**config.mk**
```make
export PLATFORM = sky130hd
export DESIGN_NAME = timed_event_priority_queue_core
export DESIGN_NICKNAME = d
export VERILOG_FILES = /design/src/rtl/core/tepq_pkg.sv /design/src/rtl/core/tepq_cell.sv /design/src/rtl/core/timed_event_priority_queue_core.sv
export SDC_FILE = /design/constraint.sdc
export NUM_CORES = 2
export LEC_CHECK = 0
export BUFFER_PORTS_ARGS = -buffer_cell sky130_fd_sc_hd__buf_2
export CORE_MARGIN = 10
export CORE_UTILIZATION = 65
export DETAILED_ROUTE_END_ITERATION = 7
export MAX_ROUTING_LAYER = met4
export PLACE_DENSITY = 0.8
export SETUP_SLACK_MARGIN = 0.05
export SYNTH_ARGS = -nofsm -noshare
export SYNTH_HDL_FRONTEND = slang
export SYNTH_SLANG_ARGS = --single-unit
```
**constraint.sdc**
```tcl
create_clock -name clock -period 35.3 [get_ports clock]
set_clock_uncertainty 0.05 [all_clocks]
set_input_delay 1.765 -clock clock [delete_from_list [all_inputs] [get_ports clock]]
set_output_delay 1.765 -clock clock [all_outputs]
set_load 0.02 [all_outputs]
```
**src/rtl/core/tepq_pkg.sv**
```systemverilog
`timescale 1ns / 1ps
// Shared types, codes and helpers for the timed event priority queue.
// Used by tepq_cell, timed_event_priority_queue_core and the bench; depends on nothing.
package tepq_pkg;

   localparam int QUEUE_DEPTH = 16;
   localparam int DEPTH_LOG   = (QUEUE_DEPTH > 1) ? $clog2(QUEUE_DEPTH) : 1;

   typedef enum logic [1:0] {
      FUNC_INSERT = 2'd0,
      FUNC_REMOVE = 2'd1,
      FUNC_POP    = 2'd2,
      FUNC_SQUASH = 2'd3
   } func_type;

   typedef enum logic [1:0] {
      STATUS_OK        = 2'd0,
      STATUS_FULL      = 2'd1,
      STATUS_MISSING   = 2'd2,
      STATUS_DUPLICATE = 2'd3
   } status_type;

   // Contents of one queue slot.
   typedef struct packed {
      logic [63:0]       tick;
      logic signed [7:0] prio;
      logic [7:0]        id;
      logic              valid;
      logic              squashed;
   } slot_type;

   // Operation broadcast to every cell.
   typedef struct packed {
      logic              eval;
      logic              apply;
      logic              ok;
      func_type          func;
      logic [7:0]        id;
      logic [63:0]       tick;
      logic signed [7:0] prio;
   } cmd_type;

   // Per-cell compare results, registered in the cell.
   typedef struct packed {
      logic match;
      logic after;
   } flag_type;

   // Inclusive prefix OR, built as a log-depth tree.
   function automatic logic [QUEUE_DEPTH-1:0] prefix_or(input logic [QUEUE_DEPTH-1:0] bits);
      logic [QUEUE_DEPTH-1:0] acc;
      acc = bits;
      for (int lvl = 0; lvl < DEPTH_LOG; lvl++) begin
         for (int i = QUEUE_DEPTH - 1; i >= 0; i--) begin
            if (i >= (1 << lvl)) begin
               acc[i] = acc[i] | acc[i - (1 << lvl)];
            end
         end
      end
      return acc;
   endfunction

endpackage

```
**src/rtl/core/tepq_cell.sv**
```systemverilog
`timescale 1ns / 1ps
// One slot of the sorted queue: compares its entry with the broadcast operation
// and takes data from a neighbour on a shift. Depends on tepq_pkg.
module tepq_cell (
   input  logic               clock,
   input  logic               reset,
   input  tepq_pkg::cmd_type  cmd,
   input  logic               pre_match,
   input  logic               left_after,
   input  tepq_pkg::slot_type left_slot,
   input  tepq_pkg::slot_type right_slot,
   output tepq_pkg::slot_type slot_out,
   output tepq_pkg::flag_type flags_out
);

   tepq_pkg::slot_type slot_ff, slot_in;
   tepq_pkg::flag_type flags_ff, flags_in;
   logic               later_key;

   // The new entry goes ahead of any entry with an equal key.
   assign later_key = (slot_ff.tick > cmd.tick) ||
                      ((slot_ff.tick == cmd.tick) &&
                       ($signed(slot_ff.prio) >= $signed(cmd.prio)));

   always_comb begin
      flags_in = flags_ff;
      if (cmd.eval) begin
         flags_in.match = slot_ff.valid && (slot_ff.id == cmd.id);
         flags_in.after = !slot_ff.valid || later_key;
      end
   end

   always_comb begin
      slot_in = slot_ff;
      if (cmd.apply && cmd.ok) begin
         case (cmd.func)
            tepq_pkg::FUNC_INSERT: begin
               if (flags_ff.after) begin
                  if (left_after) begin
                     slot_in = left_slot;
                  end else begin
                     slot_in.tick     = cmd.tick;
                     slot_in.prio     = cmd.prio;
                     slot_in.id       = cmd.id;
                     slot_in.valid    = 1'b1;
                     slot_in.squashed = 1'b0;
                  end
               end
            end
            tepq_pkg::FUNC_REMOVE: begin
               if (pre_match) begin
                  slot_in = right_slot;
               end
            end
            tepq_pkg::FUNC_POP: begin
               slot_in = right_slot;
            end
            tepq_pkg::FUNC_SQUASH: begin
               if (flags_ff.match) begin
                  slot_in.squashed = 1'b1;
               end
            end
            default: begin
               slot_in = slot_ff;
            end
         endcase
      end
   end

   always_ff @(posedge clock) begin
      slot_ff.tick <= slot_in.tick;
      slot_ff.prio <= slot_in.prio;
      slot_ff.id   <= slot_in.id;
      if (reset) begin
         slot_ff.valid    <= 1'b0;
         slot_ff.squashed <= 1'b0;
         flags_ff         <= '0;
      end else begin
         slot_ff.valid    <= slot_in.valid;
         slot_ff.squashed <= slot_in.squashed;
         flags_ff         <= flags_in;
      end
   end

   assign slot_out  = slot_ff;
   assign flags_out = flags_ff;

endmodule

```
**src/rtl/core/timed_event_priority_queue_core.sv**
```systemverilog
`timescale 1ns / 1ps
// Top level of the timed event priority queue: control sequencer, status logic and
// the row of tepq_cell slots. Depends on tepq_pkg and tepq_cell.
//
// Usage. Operations arrive on the req_ channel (valid/ready) and each one yields
// exactly one result item on the rsp_ channel (valid/ready). An operation inserts an
// event, removes or squashes an event by id, or pops the head of the queue. Entries
// are kept sorted by due tick and then by signed priority, a new entry going ahead of
// entries with an equal key.
// Steps. Every item passes through the states ST_IDLE, in which it is accepted,
// ST_EVAL, in which every cell compares its entry with the operation and registers
// the result, and ST_APPLY, in which the status is resolved and the whole row shifts
// or updates at once. The result is valid in the cycle after that, and a new item
// is accepted only once the last one has left ST_APPLY.
// Stalls. The result sits in an output register; the next item is accepted while it
// waits, and only the final update stage holds until the output register is free.
// Reset. Reset clears every valid and squashed bit, leaving the queue
// empty; there is no clearing pass. Slot payloads are not reset.
module timed_event_priority_queue_core (
   input  logic              clock,
   input  logic              reset,
   input  logic              req_valid,
   output logic              req_ready,
   input  logic [1:0]        req_func,
   input  logic [7:0]        req_event_id,
   input  logic [63:0]       req_due_tick,
   input  logic signed [7:0] req_prio,
   output logic              rsp_valid,
   input  logic              rsp_ready,
   output logic [1:0]        rsp_status,
   output logic              rsp_popped,
   output logic [7:0]        rsp_popped_id,
   output logic [63:0]       rsp_popped_tick,
   output logic signed [7:0] rsp_popped_prio,
   output logic              rsp_run_action,
   output logic              rsp_queue_empty
);

   localparam int Depth = tepq_pkg::QUEUE_DEPTH;

   typedef enum logic [1:0] {
      ST_IDLE,
      ST_EVAL,
      ST_APPLY
   } state_type;

   state_type           state_ff, state_in;
   tepq_pkg::func_type  func_ff;
   logic [7:0]          id_ff;
   logic [63:0]         tick_ff;
   logic signed [7:0]   prio_ff;

   logic                rsp_valid_ff, rsp_valid_in;
   tepq_pkg::status_type status_ff, status_in;
   logic                popped_ff, popped_in;
   logic [7:0]          popped_id_ff, popped_id_in;
   logic [63:0]         popped_tick_ff, popped_tick_in;
   logic signed [7:0]   popped_prio_ff, popped_prio_in;
   logic                run_action_ff, run_action_in;
   logic                queue_empty_ff, queue_empty_in;

   tepq_pkg::cmd_type   cmd;
   tepq_pkg::slot_type  slots [Depth];
   tepq_pkg::flag_type  flags [Depth];
   logic [Depth-1:0]    match_vec;
   logic [Depth-1:0]    pre_vec;
   logic [Depth-1:0]    valid_vec;
   logic                out_free;
   logic                apply_go;
   logic                any_match;
   logic                queue_full;
   logic                head_valid;
   logic                second_valid;

   always_comb begin
      for (int i = 0; i < Depth; i++) begin
         match_vec[i] = flags[i].match;
         valid_vec[i] = slots[i].valid;
      end
   end

   // Ids in the queue are unique, so at most one cell matches; every cell at or
   // behind the match shifts on a remove.
   assign pre_vec      = tepq_pkg::prefix_or(match_vec);
   assign any_match    = pre_vec[Depth-1];
   assign queue_full   = valid_vec[Depth-1];
   assign head_valid   = valid_vec[0];
   assign second_valid = valid_vec[1];

   assign out_free  = !rsp_valid_ff || rsp_ready;
   assign apply_go  = (state_ff == ST_APPLY) && out_free;
   assign req_ready = (state_ff == ST_IDLE);

   // Status of the held operation, from the registered compare flags and the slot valid bits.
   always_comb begin
      case (func_ff)
         tepq_pkg::FUNC_INSERT: begin
            if (any_match) begin
               status_in = tepq_pkg::STATUS_DUPLICATE;
            end else if (queue_full) begin
               status_in = tepq_pkg::STATUS_FULL;
            end else begin
               status_in = tepq_pkg::STATUS_OK;
            end
         end
         tepq_pkg::FUNC_POP: begin
            status_in = head_valid ? tepq_pkg::STATUS_OK : tepq_pkg::STATUS_MISSING;
         end
         default: begin
            status_in = any_match ? tepq_pkg::STATUS_OK : tepq_pkg::STATUS_MISSING;
         end
      endcase
   end

   always_comb begin
      cmd.eval  = (state_ff == ST_EVAL);
      cmd.apply = apply_go;
      cmd.ok    = (status_in == tepq_pkg::STATUS_OK);
      cmd.func  = func_ff;
      cmd.id    = id_ff;
      cmd.tick  = tick_ff;
      cmd.prio  = prio_ff;
   end

   // Result fields; the popped fields are zero unless the head leaves.
   always_comb begin
      popped_in      = 1'b0;
      popped_id_in   = '0;
      popped_tick_in = '0;
      popped_prio_in = '0;
      run_action_in  = 1'b0;
      queue_empty_in = !head_valid;
      if (cmd.ok) begin
         case (func_ff)
            tepq_pkg::FUNC_INSERT: begin
               queue_empty_in = 1'b0;
            end
            tepq_pkg::FUNC_REMOVE: begin
               queue_empty_in = !second_valid;
            end
            tepq_pkg::FUNC_POP: begin
               popped_in      = 1'b1;
               popped_id_in   = slots[0].id;
               popped_tick_in = slots[0].tick;
               popped_prio_in = slots[0].prio;
               run_action_in  = !slots[0].squashed;
               queue_empty_in = !second_valid;
            end
            default: begin
               queue_empty_in = !head_valid;
            end
         endcase
      end
   end

   always_comb begin
      state_in     = state_ff;
      rsp_valid_in = rsp_valid_ff && !rsp_ready;
      unique case (state_ff)
         ST_IDLE: begin
            if (req_valid) begin
               state_in = ST_EVAL;
            end
         end
         ST_EVAL: begin
            state_in = ST_APPLY;
         end
         ST_APPLY: begin
            if (out_free) begin
               state_in     = ST_IDLE;
               rsp_valid_in = 1'b1;
            end
         end
         default: begin
            state_in = ST_IDLE;
         end
      endcase
   end

   always_ff @(posedge clock) begin
      if (reset) begin
         state_ff     <= ST_IDLE;
         rsp_valid_ff <= 1'b0;
      end else begin
         state_ff     <= state_in;
         rsp_valid_ff <= rsp_valid_in;
      end
      if ((state_ff == ST_IDLE) && req_valid) begin
         func_ff <= tepq_pkg::func_type'(req_func);
         id_ff   <= req_event_id;
         tick_ff <= req_due_tick;
         prio_ff <= req_prio;
      end
      if (apply_go) begin
         status_ff      <= status_in;
         popped_ff      <= popped_in;
         popped_id_ff   <= popped_id_in;
         popped_tick_ff <= popped_tick_in;
         popped_prio_ff <= popped_prio_in;
         run_action_ff  <= run_action_in;
         queue_empty_ff <= queue_empty_in;
      end
   end

   // The row of cells. The head cell has no left neighbour and the tail cell takes
   // an empty slot from the right.
   for (genvar g = 0; g < Depth; g++) begin : g_cell
      tepq_pkg::slot_type left_slot;
      tepq_pkg::slot_type right_slot;
      logic               left_after;

      if (g == 0) begin : g_head
         assign left_slot  = '0;
         assign left_after = 1'b0;
      end else begin : g_body
         assign left_slot  = slots[g-1];
         assign left_after = flags[g-1].after;
      end

      if (g == Depth - 1) begin : g_tail
         assign right_slot = '0;
      end else begin : g_inner
         assign right_slot = slots[g+1];
      end

      tepq_cell u_cell (
         .clock      (clock),
         .reset      (reset),
         .cmd        (cmd),
         .pre_match  (pre_vec[g]),
         .left_after (left_after),
         .left_slot  (left_slot),
         .right_slot (right_slot),
         .slot_out   (slots[g]),
         .flags_out  (flags[g])
      );
   end

   assign rsp_valid       = rsp_valid_ff;
   assign rsp_status      = status_ff;
   assign rsp_popped      = popped_ff;
   assign rsp_popped_id   = popped_id_ff;
   assign rsp_popped_tick = popped_tick_ff;
   assign rsp_popped_prio = popped_prio_ff;
   assign rsp_run_action  = run_action_ff;
   assign rsp_queue_empty = queue_empty_ff;

endmodule

```
======== Word-level counts from Yosys, hierarchy flattened ========
Index checks and enable logic that the tools add are counted.
storage, ports and cells
  bits in registers ....................... 1514
  input bits .............................. 86
  output and inout bits ................... 87
  logic and storage cells ................. 528
cells by class
  $lt $le $gt $ge ......................... 32
  equality and inequality tests ........... 87
  multiplexer cells ....................... 108
  bitwise logic cells ..................... 49
  reduce and logical (&&, ||, !) cells .... 127
operators with widths
  kind                                                    count
  one-hot mux 81 bit (3 select lines)                     16
  two-way mux 82 bit                                      47
  == test 64 bit                                          16
  > comparator 64 bit                                     16
  == test 8 bit                                           16
  >= comparator 8 bit                                     16
  AND reduction 4 bit                                     32
  inequality test 2 x 1 -> 1 bit (second input constant)  47
  one-hot mux 1 bit (4 select lines)                      16
  OR 1 bit                                                49
  logical AND 1 bit                                       36
  logical OR 1 bit                                        33
  two-way mux 1 bit                                       21
  zero test 1 bit                                         19
  two-way mux 2 bit                                       5
  == test 2 bit (second input constant)                   3
  zero test 2 bit                                         3
  inequality test 2 bit (second input constant)           3
  one-hot mux 2 bit (3 select lines)                      1
  == test 2 x 1 -> 1 bit (second input constant)          2
  one-hot mux 2 bit (2 select lines)                      1
  AND reduction 2 bit                                     2
  nonzero test 3 bit                                      1
  one-hot mux 1 bit (2 select lines)                      1
  OR reduction 2 bit                                      1

======== Depth between registers and ports, before layout ========
  depth in word-level cells ............... 9
  depth in mapped cells ................... 10
  mapped depth without buffers ............ 9

======== Cells and area by module ========
Synthesis repeated with hierarchy kept, for this count alone.
second synthesis, totals
  cell total of the unflattened synthesis .. 10706
  area, all modules ....................... 105449.9 um2
modules (own cells, without submodules)
  module                           times used  cells an instance  area each (um2)  seq. area each (um2)
  tepq_cell                        16          650                6218.5           2482.4
  timed_event_priority_queue_core  1           306                5954.5           5074.9

======== Worst setup path after synthesis ========
OpenSTA, ideal clock, no wires.
  kind .................................... input-to-reg
  start point ............................. in rsp_ready
  end point ............................... reg g_cell[2].u_cell.slot_ff, in the netlist g_cell[2].u_cell.slot_out[1]
  library setup time ...................... 128 ps
  data arrival time ....................... 13039 ps
  data required time ...................... 35122 ps
  slack ................................... 22083 ps
  stages on the path ...................... 6
  path buffers ............................ 0
  path through ............................ nor2b_1 > nor2b_1 > nand4_1 > nor3b_1 > mux2i_1 > nor2_1
on the way
  longest elaborated chain between the ends .. 4
ends and longest elaborated chain
  element                        RTL line                               source
  from (decl)                    timed_event_priority_queue_core.sv:29  input logic rsp_ready,
  logical OR 1 bit               timed_event_priority_queue_core.sv:90  assign out_free = !rsp_valid_ff || rsp_ready;
  logical AND 1 bit              timed_event_priority_queue_core.sv:91  assign apply_go = (state_ff == ST_APPLY) && out_free;
  net apply_go                   timed_event_priority_queue_core.sv:69  logic apply_go;
  logical AND 1 bit              tepq_cell.sv:35                        if (cmd.apply && cmd.ok) begin
  AND reduction 4 bit (no line)  --
  to (decl)                      tepq_cell.sv:16                        tepq_pkg::slot_type slot_ff, slot_in;
The timed path passes the listed nets, and every way through them passes these cells.
A chain may end at the register's enable or synchronous reset.

======== Final worst setup path ========
  start point ............................. reg func_ff[0]
  end point ............................... reg g_cell[11].u_cell.slot_ff, in the netlist g_cell[11].u_cell.slot_out[47], data pin
on the way
  longest elaborated chain between the ends .. 2
  elaborated cells on any way between the ends .. 4
  classes of those cells .................. 2 x eq/ne; 1 x mux; 1 x reduce/logical
ends and longest elaborated chain
  element                                      RTL line                                source
  from (decl)                                  timed_event_priority_queue_core.sv:48   tepq_pkg::func_type func_ff;
  from (signal assigned)                       timed_event_priority_queue_core.sv:189  func_ff <= tepq_pkg::func_type'(req_func);
  == test 2 bit, or another cell as far along  tepq_cell.sv:36                         case (cmd.func)
  one-hot mux 81 bit (3 select lines) (*)      tepq_cell.sv:36
  to (decl)                                    tepq_cell.sv:16
Mark *: on every way between the ends. The rest lies on a longest branch, timed or not.

==> impl_summary.txt <==
----------------------------------------------------
[Status]
  Status ... finished with violations
  Violated checks ... antenna violations, design-rule violations, max-capacitance violations, max-slew violations

[Cells and area]
  Area added between synthesis and finish ... 8.33%
  Post-route non-filler standard cell count ... 11499
  Register area ... 44800 µm²
  Area used by multi-input combinational logic ... 51300 µm²
  Total number of nets in the final design ... 10571
  Highest-count cells in the layout ignoring fill and taps ... sky130_fd_sc_hd__nand2_1, sky130_fd_sc_hd__edfxtp_1, sky130_fd_sc_hd__o21ai_0
  Filler cells ... 10908
  Layout Cell Area excl Fill ... 107000 µm²
  Layout cells sized above 1 ... 0.0671
  Most frequent standard cell in the layout excluding fill and tap cells ... sky130_fd_sc_hd__nand2_1

[Clocking]
  Number of H-tree levels ... 4
  Root buffer cell ... sky130_fd_sc_hd__clkbuf_16
  Cts hold-fix bufs ... 0
  Inserted Clock Buffers ... 167
  Clock input transition at the sequential cells of the worst setup and hold paths ... 0.06 ns
  Number of buffers added for setup after CTS ... 0
  Clock latency at the later pin of the worst-skew pair ... 0.83 ns
  Clock Tree Buf Depth ... 3
  CTS sink cnt ... 1514
  Cts repair resizes ... 0
  CTS tree ... done

[Detailed routing]
  Post-route DRC violation count ... 1
  Count of TritonRoute iterations in the first routing pass ... 8
  Via total after detailed routing ... 78373
  Routed WL per cell ... 27.6 µm
  Residual antenna-violating net count after detailed routing ... 1
  DR iter-0 viols ... 10933
  Total detailed-routing wirelength ... 317 mm
  Via density per instance ... 6.82

[STA]
  Peak Freq ... 0.201 GHz
  Period Utilization, post-route ... 0.141
  Time the final worst path needs with I/O delays and setup ... 4.98 ns
  Hold violation count in the final report ... 0
  Setup violation total in the final timing report ... 0
  Final-report max-slew violation count ... 3
  RSZ-0062 raised after global routing ... false
  Transition time at the pin with the least slew margin ... 1.53 ns
  Slew margin rel. ... -0.0276
  Sum of negative setup slack ... 0 ns

[Place]
  Area post-placement ... 101000 µm²
  Placed Cells ... 11175
  HPWL after detailed placement ... 226 mm
  Port-buffer cells ... 172
  Final weighted congestion in routability-driven placement ... 1.02

[Worst setup path]
  Worst reg2reg startpoint ... func_ff[0]
  Worst setup path start ... func_ff[0]
  Startpoint type of the worst setup path ... register
  Reg-to-reg critical path endpoint ... g_cell[11].u_cell.slot_out[47]
  CP max stage cell ... sky130_fd_sc_hd__ha_4
  Nature of the critical path endpoint ... register
  Termination of the worst setup path ... g_cell[11].u_cell.slot_out[47]
  Required @ worst endpoint ... 35.74 ns
  Worst Reg2Reg Path Length in Cells ... 6
  Category of the critical setup timing path ... register to register
  CP Max Fanout ... 288
  Largest delay contributor family on the critical path ... buffers and inverters
  Path length in cells of the critical path ... 6
  Arr. time, crit path ... 5.42 ns
  CP dominant cell by count ... sky130_fd_sc_hd__buf_12
  Max incr delay on CP ... 0.99 ns
  Bufs and invs on worst path ... 4
  Cell-by-cell trace of the critical path ... inv_1 > ha_4 > buf_12 > buf_12 > buf_4 > o21ai_0
  R2R setup slack ... 30.32 ns

[Synthesis]
  Synth Cell Area ... 98600 µm²
  Post-synth cell types ... 76
  Net count of the mapped netlist ... 10635
  Post-synthesis area per instance ... 10.5 µm²
  Sequential element share of the synthesized area ... 0.454
  Register bit total from synthesis ... 1514
  Gate count after technology mapping ... 9392
  Share of async-settable or async-resettable flops after synthesis ... 0
  Number of enable-type register cells in the synthesized netlist ... 1447
  Leading register cell type out of synthesis ... sky130_fd_sc_hd__edfxtp_1
  Number of warnings issued by yosys ... 0

[Global route]
  Via count of the first global-routing pass ... 75804
  Wire length of the first global-routing pass ... 473 mm
  Remaining global-route overflow ... 0
  Global-route usage over all layers ... 0.377
  Antenna violations before repair ... 21
  Maximum number of pins on one net before global-route repair ... 308

[Pwr]
  Lkg Pwr ... 39.6 nW
  Power per unit of standard cell area ... 42.5 nW/µm²
  Overall power after layout ... 0.00454 W
  Worst vdd rail ir drop ... 0.0530 mV

[Worst hold path]
  Hold WC Path Type ... register to register
  Worst hold path depth ... 2

[Die]
  Horiz. Die Dim ... 410 µm
  Initial core utilization ... 0.656
  Overall die area ... 168000 µm²
  DIE HEIGHT ... 410 µm
  IO Pins ... 173
  FP Rows ... 142
  Placeable core region ... 150000 µm²

[Job]
  Number of max-cap violations ... 1

----------------------------------------------------
[cell type report]
type,instances,share of cell area
diodes,21,0.000492
clock buffers,222,0.0425
multi-input cells,7173,0.481
clock inverters,81,0.00864
inverters,152,0.00534
flip-flops and latches,1514,0.420
well taps,2016,0.0236
repair buffers,320,0.0189
[power by group]
part / total (W) / internal, W / switching, W
registers: 0.00208 / 0.00203 / 0.0000529
logic: 0.000664 / 0.000234 / 0.000430
clock network: 0.00180 / 0.00104 / 0.000759
total: 0.00454 / 0.00330 / 0.00124
[tightest hold or removal path, delay by kind of cell, from the launching register on]
| family | cells | cell delay, ns |
|---|---|---|
| AO/OA/AOI/OAI | 1 | 0.05 |
| flip-flops | 1 | 0.34 |
| AND/OR/NAND/NOR | 1 | 0.06 |
[cell usage after synthesis, drive strengths merged, types with 17 or more instances]
master	count	share of area
a211oi	46	0.0035
a21o	140	0.011
a21oi	454	0.023
a221oi	32	0.0028
a31oi	17	0.0011
and2	86	0.0055
and4	17	0.0015
buf	41	0.0017
clkbuf	512	0.020
dfxtp	67	0.014
edfxtp	1447	0.44
ha	1157	0.15
inv	152	0.0058
mux2i	1227	0.12
nand2	1449	0.055
nand2b	43	0.0027
nand3	119	0.0060
nand4	260	0.016
nor2	247	0.0095
nor2b	38	0.0024
nor3	48	0.0025
nor4	60	0.0040
o211ai	27	0.0021
o21a	19	0.0014
o21ai	1367	0.069
xnor2	82	0.0073
xor2	46	0.0041
[logic make-up after synthesis]
family / after synthesis / synth area share
XOR/XNOR: 128 / 0.0114
AO/OA/AOI/OAI: 2229 / 0.125
buffers and inverters: 705 / 0.0269
multiplexers: 1240 / 0.126
flip-flops: 1514 / 0.454
adder cells (fa/ha/maj): 1157 / 0.147
AND/OR/NAND/NOR: 2419 / 0.110
[sequential cells by signal, indices dropped and copies added (netlist names)]
register / flops
g_cell.u_cell.slot_out: 1312
rsp_queue_empty: 1
rsp_valid: 1
func_ff: 2
id_ff: 8
rsp_popped_prio: 8
state_ff: 2
rsp_popped_tick: 64
rsp_popped: 1
tick_ff: 64
rsp_run_action: 1
rsp_popped_id: 8
g_cell.u_cell.flags_out: 32
rsp_status: 2
prio_ff: 8
[per-stage QoR]
step / hold WS [ns] / util / setup slack, ns
floorplan: 0.395 / - / 22.08
global placement: 0.418 / 0.674 / 30.14
detailed placement: 0.437 / 0.674 / 30.05
CTS: 0.446 / 0.710 / 30.47
global route: 0.475 / 0.711 / 29.97
finish: 0.446 / 0.711 / 30.32
[layer usage]
metal | GRT usage | up-vias | part of all wire
met5 | - | - | 0
met4 | 0.208 | 0 | 0.063
met3 | 0.0810 | 1008 | 0.11
met2 | 0.557 | 4769 | 0.44
met1 | 0.482 | 37556 | 0.38
li1 | - | 35040 | -
[how the worst min path moves through the flow]
stage,slack (ns),from,end
6_report,0.45,g_cell[9].u_cell.flags_out[1],g_cell[9].u_cell.flags_out[1]
2_1_floorplan,0.39,g_cell[15].u_cell.flags_out[1],g_cell[15].u_cell.flags_out[1]
4_1_cts,0.45,g_cell[9].u_cell.flags_out[1],g_cell[9].u_cell.flags_out[1]
3_3_place_gp,0.42,g_cell[15].u_cell.flags_out[1],g_cell[15].u_cell.flags_out[1]
3_5_place_dp,0.44,g_cell[9].u_cell.flags_out[1],g_cell[9].u_cell.flags_out[1]
5_1_grt,0.48,g_cell[9].u_cell.flags_out[1],g_cell[9].u_cell.flags_out[1]
(Power assumes the default switching activity.)
